`config.mk`:
```
export PLATFORM = sky130hd
export DESIGN_NAME = fvn_div
export DESIGN_NICKNAME = d
export VERILOG_FILES = /design/src/rtl/fvn_pkg.sv /design/src/rtl/fvn_div.sv
export SDC_FILE = /design/constraint.sdc
export NUM_CORES = 2
export LEC_CHECK = 0
export BUFFER_PORTS_ARGS = -buffer_cell sky130_fd_sc_hd__buf_2
export CAP_MARGIN = 20
export CORE_ASPECT_RATIO = 2
export CORE_MARGIN = 3
export CORE_UTILIZATION = 40
export CTS_CLUSTER_DIAMETER = 120
export DETAILED_ROUTE_END_ITERATION = 10
export PLACE_DENSITY = 0.62
export SLEW_MARGIN = 20
export SYNTH_ARGS = -nofsm -noshare
export SYNTH_HDL_FRONTEND = slang
export SYNTH_SLANG_ARGS = --single-unit
```
`constraint.sdc`:
```
create_clock -name clk -period 5.03 [get_ports clk]
set_input_delay 0.7545 -clock clk [delete_from_list [all_inputs] [get_ports clk]]
set_output_delay 0.7545 -clock clk [all_outputs]
set_load 0.02 [all_outputs]
```
`src/rtl/fvn_pkg.sv`:
```
package fvn_pkg;

  localparam int MAX_OCTAVES = 6;
  localparam int FRAC_BITS   = 16;

  // frequency grows by less than 4x per octave, amplitude by less than 2x
  localparam int FW  = 17 + 2 * (MAX_OCTAVES - 1);
  localparam int AW  = 16 + MAX_OCTAVES - 1;
  localparam int PW  = 48 + FRAC_BITS;
  localparam int WW  = 16 + AW;
  localparam int LGO = $clog2(MAX_OCTAVES);
  localparam int SW  = WW + LGO;
  localparam int GW  = AW + LGO;

  localparam int DLY      = MAX_OCTAVES - 2;
  localparam int LANE_LAT = 8;
  localparam int DIV_LAT  = 16;
  localparam int PIPE_LAT = DLY + 4 + LANE_LAT + DIV_LAT;

  localparam logic [63:0] GOLD64      = 64'h9e3779b97f4a7c15;
  localparam logic [31:0] FMIX_LO     = 32'hed558ccd;
  localparam logic [31:0] FMIX_HI     = 32'hff51afd7;
  localparam logic [31:0] OCT_STEP    = 32'h009e3779;
  localparam logic [16:0] ONE16       = 17'h10000;
  localparam logic [15:0] BLEND_SCALE = 16'd42598;

  typedef enum logic [2:0] {
    REG_OCTAVE_COUNT = 3'd0,
    REG_START_FREQ   = 3'd1,
    REG_LACUNARITY   = 3'd2,
    REG_PERSISTENCE  = 3'd3,
    REG_BLEND_WEIGHT = 3'd4
  } cfg_reg_t;

  typedef logic [FW-1:0] freq_t;
  typedef logic [AW-1:0] amp_t;

  // boost-style combine of one lattice index into the running hash
  function automatic logic [63:0] hash_mix(input logic [63:0] h, input logic [31:0] idx);
    return h ^ ({{32{idx[31]}}, idx} + GOLD64 + (h << 6) + (h >> 2));
  endfunction

  function automatic logic [15:0] frac_q16(input logic [FRAC_BITS-1:0] f);
    logic [FRAC_BITS+15:0] w;
    w = {f, 16'b0} >> FRAC_BITS;
    return w[15:0];
  endfunction

  // floor((a*(1-s) + b*s)) in Q0.16, s up to one
  function automatic logic [15:0] lerp16(input logic [15:0] a, input logic [15:0] b,
                                         input logic [16:0] s);
    logic signed [16:0] d;
    logic signed [35:0] m;
    logic signed [19:0] r;
    d = $signed({1'b0, b}) - $signed({1'b0, a});
    m = d * $signed({1'b0, s});
    r = $signed({4'b0, a}) + 20'(m >>> 16);
    return r[15:0];
  endfunction

endpackage

```
`src/rtl/fvn_div.sv`:
```
module fvn_div (
  input  logic                    clk,
  input  logic [fvn_pkg::SW-1:0]  dividend,
  input  logic [fvn_pkg::GW-1:0]  divisor,
  output logic [15:0]             quotient
);
  import fvn_pkg::*;

  // restoring division, one quotient bit per stage, msb first
  logic [SW-1:0] rem_in [DIV_LAT];
  logic [15:0]   q_in   [DIV_LAT];
  logic [SW-1:0] rem_r  [DIV_LAT-1];
  logic [15:0]   q_r    [DIV_LAT];

  for (genvar j = 0; j < DIV_LAT; j++) begin : g_stage
    logic [SW-1:0] cand;
    logic          ge;

    if (j == 0) begin : g_first
      assign rem_in[j] = dividend;
      assign q_in[j]   = '0;
    end else begin : g_next
      assign rem_in[j] = rem_r[j-1];
      assign q_in[j]   = q_r[j-1];
    end

    assign cand = SW'(divisor) << (DIV_LAT - 1 - j);
    assign ge   = rem_in[j] >= cand;

    always_ff @(posedge clk) begin
      q_r[j] <= q_in[j] | (16'(ge) << (DIV_LAT - 1 - j));
    end

    if (j < DIV_LAT - 1) begin : g_rem
      always_ff @(posedge clk) begin
        rem_r[j] <= ge ? rem_in[j] - cand : rem_in[j];
      end
    end
  end

  assign quotient = q_r[DIV_LAT-1];

endmodule

```
# After elaboration in Yosys (flattened, before gate mapping)
# Memory sizes are Yosys's and may differ from the RTL's.
# Index checks and enable logic that the tools add are counted.
[totals]
ff_bits = 0
latchBits = 0
ram_bits = 856
rom_bits = 0
inputBits = 65
out_inout_bits = 16
word_cells = 63
memories = 2
[op_classes]
addsub = 15
multipliers = 0
n_div = 0
magnitude_cmp = 16
eq_ne = 0
shifts = 0
muxes = 15
bitwise = 15
reduce_logical = 0
[mem_list]
columns = ["memory", "depth", "word_bits", "read_ports", "rd_ports_with_merged_regs", "write_ports", "line_no", "source"]
rows = [
  ["rem_r", 15, 40, 15, 0, 15, "fvn_div.sv:12", "logic [SW-1:0] rem_r [DIV_LAT-1];"],
  ["q_r", 16, 16, 16, 0, 16, "fvn_div.sv:13", "logic [15:0] q_r [DIV_LAT];"],
]
[op_table]
columns = ["operator", "count"]
rows = [
  ["two-way mux 40 bit", 15],
  ["greater-or-equal comparator 40 x 24 -> 1 bit", 1],
  ["greater-or-equal comparator 40 x 25 -> 1 bit", 1],
  ["greater-or-equal comparator 40 x 26 -> 1 bit", 1],
  ["greater-or-equal comparator 40 x 27 -> 1 bit", 1],
  ["greater-or-equal comparator 40 x 28 -> 1 bit", 1],
  ["greater-or-equal comparator 40 x 29 -> 1 bit", 1],
  ["greater-or-equal comparator 40 x 30 -> 1 bit", 1],
  ["greater-or-equal comparator 40 x 31 -> 1 bit", 1],
  ["greater-or-equal comparator 40 x 32 -> 1 bit", 1],
  ["greater-or-equal comparator 40 x 33 -> 1 bit", 1],
  ["greater-or-equal comparator 40 x 34 -> 1 bit", 1],
  ["greater-or-equal comparator 40 x 35 -> 1 bit", 1],
  ["greater-or-equal comparator 40 x 36 -> 1 bit", 1],
  ["greater-or-equal comparator 40 x 37 -> 1 bit", 1],
  ["greater-or-equal comparator 40 x 38 -> 1 bit", 1],
  ["greater-or-equal comparator 40 x 39 -> 1 bit", 1],
  ["subtractor 40 x 25 -> 40 bit", 1],
  ["subtractor 40 x 26 -> 40 bit", 1],
  ["subtractor 40 x 27 -> 40 bit", 1],
  ["subtractor 40 x 28 -> 40 bit", 1],
  ["subtractor 40 x 29 -> 40 bit", 1],
  ["subtractor 40 x 30 -> 40 bit", 1],
  ["subtractor 40 x 31 -> 40 bit", 1],
  ["other kinds (23)", 23],
]

# Longest topological paths before layout
# An unclocked memory read counts as a cell.
[depth]
depth_word = 3
ltp_mapped = 15
ltp_nobuf = 14

# Least setup slack after synthesis
# No wires, ideal clock.
[synth_path]
kind = "input port to flip-flop"
startpoint = "input divisor[1] in the netlist's numbering"
endpoint = "memory rem_r[1][47] in the netlist's numbering"
setup_ns = 0.123
arrival_time_ns = 3.721
required_time_ns = 4.907
setup_slack_ns = 1.186
path_stages = 11
path_buffers = 1
cell_sequence = "inv_1 > fa_1 > a211oi_1 > o21bai_1 > a21oi_2 > o211ai_1 > a221oi_2 > o31ai_2 > nor3_2 > buf_4 > mux2_1"
[synth_rtl]
columns = ["element", "line_no", "source"]
rows = [
  ["start, declared", "fvn_div.sv:4", "input logic [fvn_pkg::GW-1:0] divisor,"],
  ["end, declared", "fvn_div.sv:12", ""],
]

==> flow_metrics.env <==
export IMPL_grt_pass1_wl_mm=180.4
export IMPL_outcome="finished, final reports clean"
export IMPL_die_w_um=228.9
export IMPL_final_common_cell="dfxtp_1"
export IMPL_wirelength_mm=116.7
export IMPL_power_density_nw_per_um2=692.8
export IMPL_fin_hold_ws_ns=0.2061
export IMPL_rrSetupSlack_ns=1.40
export IMPL_cp_end_kind="register"
export IMPL_drt_iter0_drc=1453
export IMPL_cp_slowest_cell="inv_1"
export IMPL_grt_ovfl_total=0
export IMPL_port_buffers=80
export IMPL_r2r_start="rem_r[0][53]"
export IMPL_placed_area_um2=42320
export IMPL_root_buffer="clkbuf_16"
export IMPL_clock_path_buffers=3
export IMPL_setup_tns_ns=0
export IMPL_hold_path_class="in -> reg"
export IMPL_clock_latency_ns=0.68
export IMPL_antenna_found_initial=1
export IMPL_maxSlewHeadroom=0.3103
export IMPL_ir_worst_vdd_v=0.0003123
export IMPL_synth_net_count=4902
export IMPL_min_to="rem_r[0][13]"
export IMPL_syn2layout_area_growth_pct=12.73
export IMPL_design_area_um2=44800
export IMPL_core_area_um2=98100
export IMPL_track_usage=0.2230
export IMPL_crit_top_cell="buf_4"
export IMPL_ctsResizeCount=0
export IMPL_synth_edf_count=0
export IMPL_wl_per_cell_um=19.62
export IMPL_clkSlewWorstSetupHoldPaths_ns=0.07
export IMPL_postCtsHoldBufs=0
export IMPL_arrival_ns=4.41
export IMPL_cts_setup_buffers=0
export IMPL_start_kind="primary input"
export IMPL_r2r_cells=13
export IMPL_ys_ff_latch=736
export IMPL_antenna_left=0
export IMPL_hold_start="dividend[13]"
export IMPL_path_max_fanout=9
export IMPL_tightest_slew_ns=1.035
export IMPL_yosysUniqueCellTypes=91
export IMPL_drc=0
export IMPL_synth_ff_type="dfxtp_1"
export IMPL_final_nets=5051
export IMPL_grt_max_degree=51
export IMPL_critPathTopFamily="compound AO/OA/AOI/OAI gates"
export IMPL_rsz0062_at_grt="false"
export IMPL_leakagePower_nw=19.26
export IMPL_ys_warn_count=0
export IMPL_dp_hpwl_mm=93.80
export IMPL_critPathBufInv=4
export IMPL_grt_pass1_vias=34940
export IMPL_gp_congestion=0.9642
export IMPL_async_flop_share=0
export IMPL_h_tree_depth=3
export IMPL_fp_row_count=162
export IMPL_netlist_instances=4438
export IMPL_most_common_layout_cells="736 x dfxtp_1, 384 x ha_1, 376 x a21oi_1, 345 x nand2_1, 323 x nor2_1"
export IMPL_diodes=0
export IMPL_min_period_ns=3.830
export IMPL_first_pass_iters=8
export IMPL_io_pins=81
export IMPL_yosysSeqAreaShare=0.3708
export IMPL_dp_cells=5825
export IMPL_synth_area_um2=39740
export IMPL_timing_rr_end="rem_r[0][117]"
export IMPL_setup_viol=0
export IMPL_die_h_um=451.8
export IMPL_drive_gt1_frac=0.08946
export IMPL_worstSetupStartpoint="divisor[8]"
export IMPL_critical_path_class="in -> reg"
export IMPL_vias=33100
export IMPL_tritoncts="yes"
export IMPL_cp_cell_sequence="buf_2 -> inv_1 -> buf_4 -> ha_1 -> nand4_1 -> or2_1 -> o211ai_1 -> a221oi_2 -> o31ai_2 -> nor3_4 -> buf_4 -> or4_1 -> a31oi_1 -> xor2_1"
export IMPL_n_fill_cell=9673
export IMPL_cts_sinks=736
export IMPL_skew_ns=0.04995
export IMPL_fmax_mhz=261.1
export IMPL_holdPathStages=1
export IMPL_cts_buffers=72
export IMPL_synth_area_per_cell_um2=8.955
export IMPL_start_util=0.4051
export IMPL_fin_cells=5951
export IMPL_required_ns=5.61
export IMPL_critPathMaxStageDelay_ns=0.53
export IMPL_via_per_inst=5.562
export IMPL_final_max_slew_viol_count=0
export IMPL_die_area_um2=103400
export IMPL_hold_violations=0
export IMPL_post_route_period_util=0.7615
export IMPL_maxCapViolCount=0
[final cells by class]
cell class / instances / area (um^2) / share of cell area
Multi-Input combinational cell: 3441 / 24030 / 0.5363
Inverter: 149 / 559.3 / 0.01248
Clock inverter: 34 / 466.7 / 0.01042
Timing Repair Buffer: 187 / 1354 / 0.03022
Sequential cell: 736 / 14730 / 0.3289
Clock buffer: 92 / 2018 / 0.04505
Tap cell: 1312 / 1642 / 0.03664
[sequential cells by signal (all words and copies together), names as in the netlist]
signal	count
rem_r	600
q_r	136
[logic make-up (layout without fill, tap and decap cells)]
family                   count (synthesis)  count (layout)  synth area share
flip-flops                             736             736            0.3708
AO/OA/AOI/OAI                         1263            1263            0.1996
multiplexers                            99              99           0.02786
buffers and inverters                  261             462           0.02657
XOR/XNOR                               402             402           0.08860
AND/OR/NAND/NOR                       1278            1278            0.1581
adder cells (fa/ha/maj)                399             399            0.1285
[where the power goes]
part	internal, mW	switching (mW)	total, mW
registers	8.19	1.54	9.74
logic	6.96	8.60	15.6
clock network	3.25	2.50	5.75
total	18.4	12.6	31.0
[routing by layer]
layer	track usage	routed length, um	up-vias
li1	-	-	16300
met1	0.1640	34180	15600
met2	0.4663	66620	732
met3	0.03086	3398	467
met4	0.2117	12550	0
met5	0	0	-
[Yosys cell counts (9+ instances only)]
cell type  instances  area share
nor3_1            93       0.012
ha_1             384        0.12
o21ai_1          119       0.015
nor2_1           323       0.031
buf_2             28      0.0035
nor4_1            47      0.0074
and2_1            22      0.0035
dfxtp_1          736        0.37
o21a_1            49      0.0093
nor4b_1           18      0.0040
xor2_1           175       0.039
a21oi_1          377       0.047
a21boi_0           9      0.0017
o21ai_0          202       0.025
a31oi_1           42      0.0066
nor2b_1           60      0.0094
nand3b_1          10      0.0019
a21o_1           195       0.037
o31ai_1           37      0.0070
and3_1            38      0.0060
xnor2_1          227       0.050
or3_1             35      0.0055
a211o_1           12      0.0026
o2111ai_1         10      0.0022
clkbuf_1          73      0.0069
fa_1              15      0.0076
inv_1            143       0.014
mux2_1            45       0.013
o21bai_1          53       0.010
nand2b_1          66       0.010
nand2_1          345       0.033
or2_2             10      0.0016
mux2_2            48       0.014
nand4b_1          16      0.0035
a41oi_1            9      0.0020
nand3_1           84       0.011
nand4_1           73       0.011
or4_1             12      0.0023
o211ai_1          19      0.0036
a211oi_1          34      0.0064
[worst max path at each step]
stage,endpoint,depth (start not counted)
finish,rem_r[1][71],14
CTS,rem_r[0][97],13
floorplan,rem_r[1][47],11
detailed placement,rem_r[0][97],13
global placement,rem_r[0][97],13
global route,rem_r[1][236],14
[per-stage QoR]
step | power, mW | setup slack (ns) | util
after floorplan | 21.20 | 1.186 | -
after global placement | 25.08 | 0.5430 | 0.4313
after detailed placement | 25.28 | 0.5077 | 0.4313
after CTS | 31.16 | 1.229 | 0.4567
after global routing | 33.38 | 0.9682 | 0.4567
final | 31.04 | 1.200 | 0.4567
(Power assumes the default switching activity.)
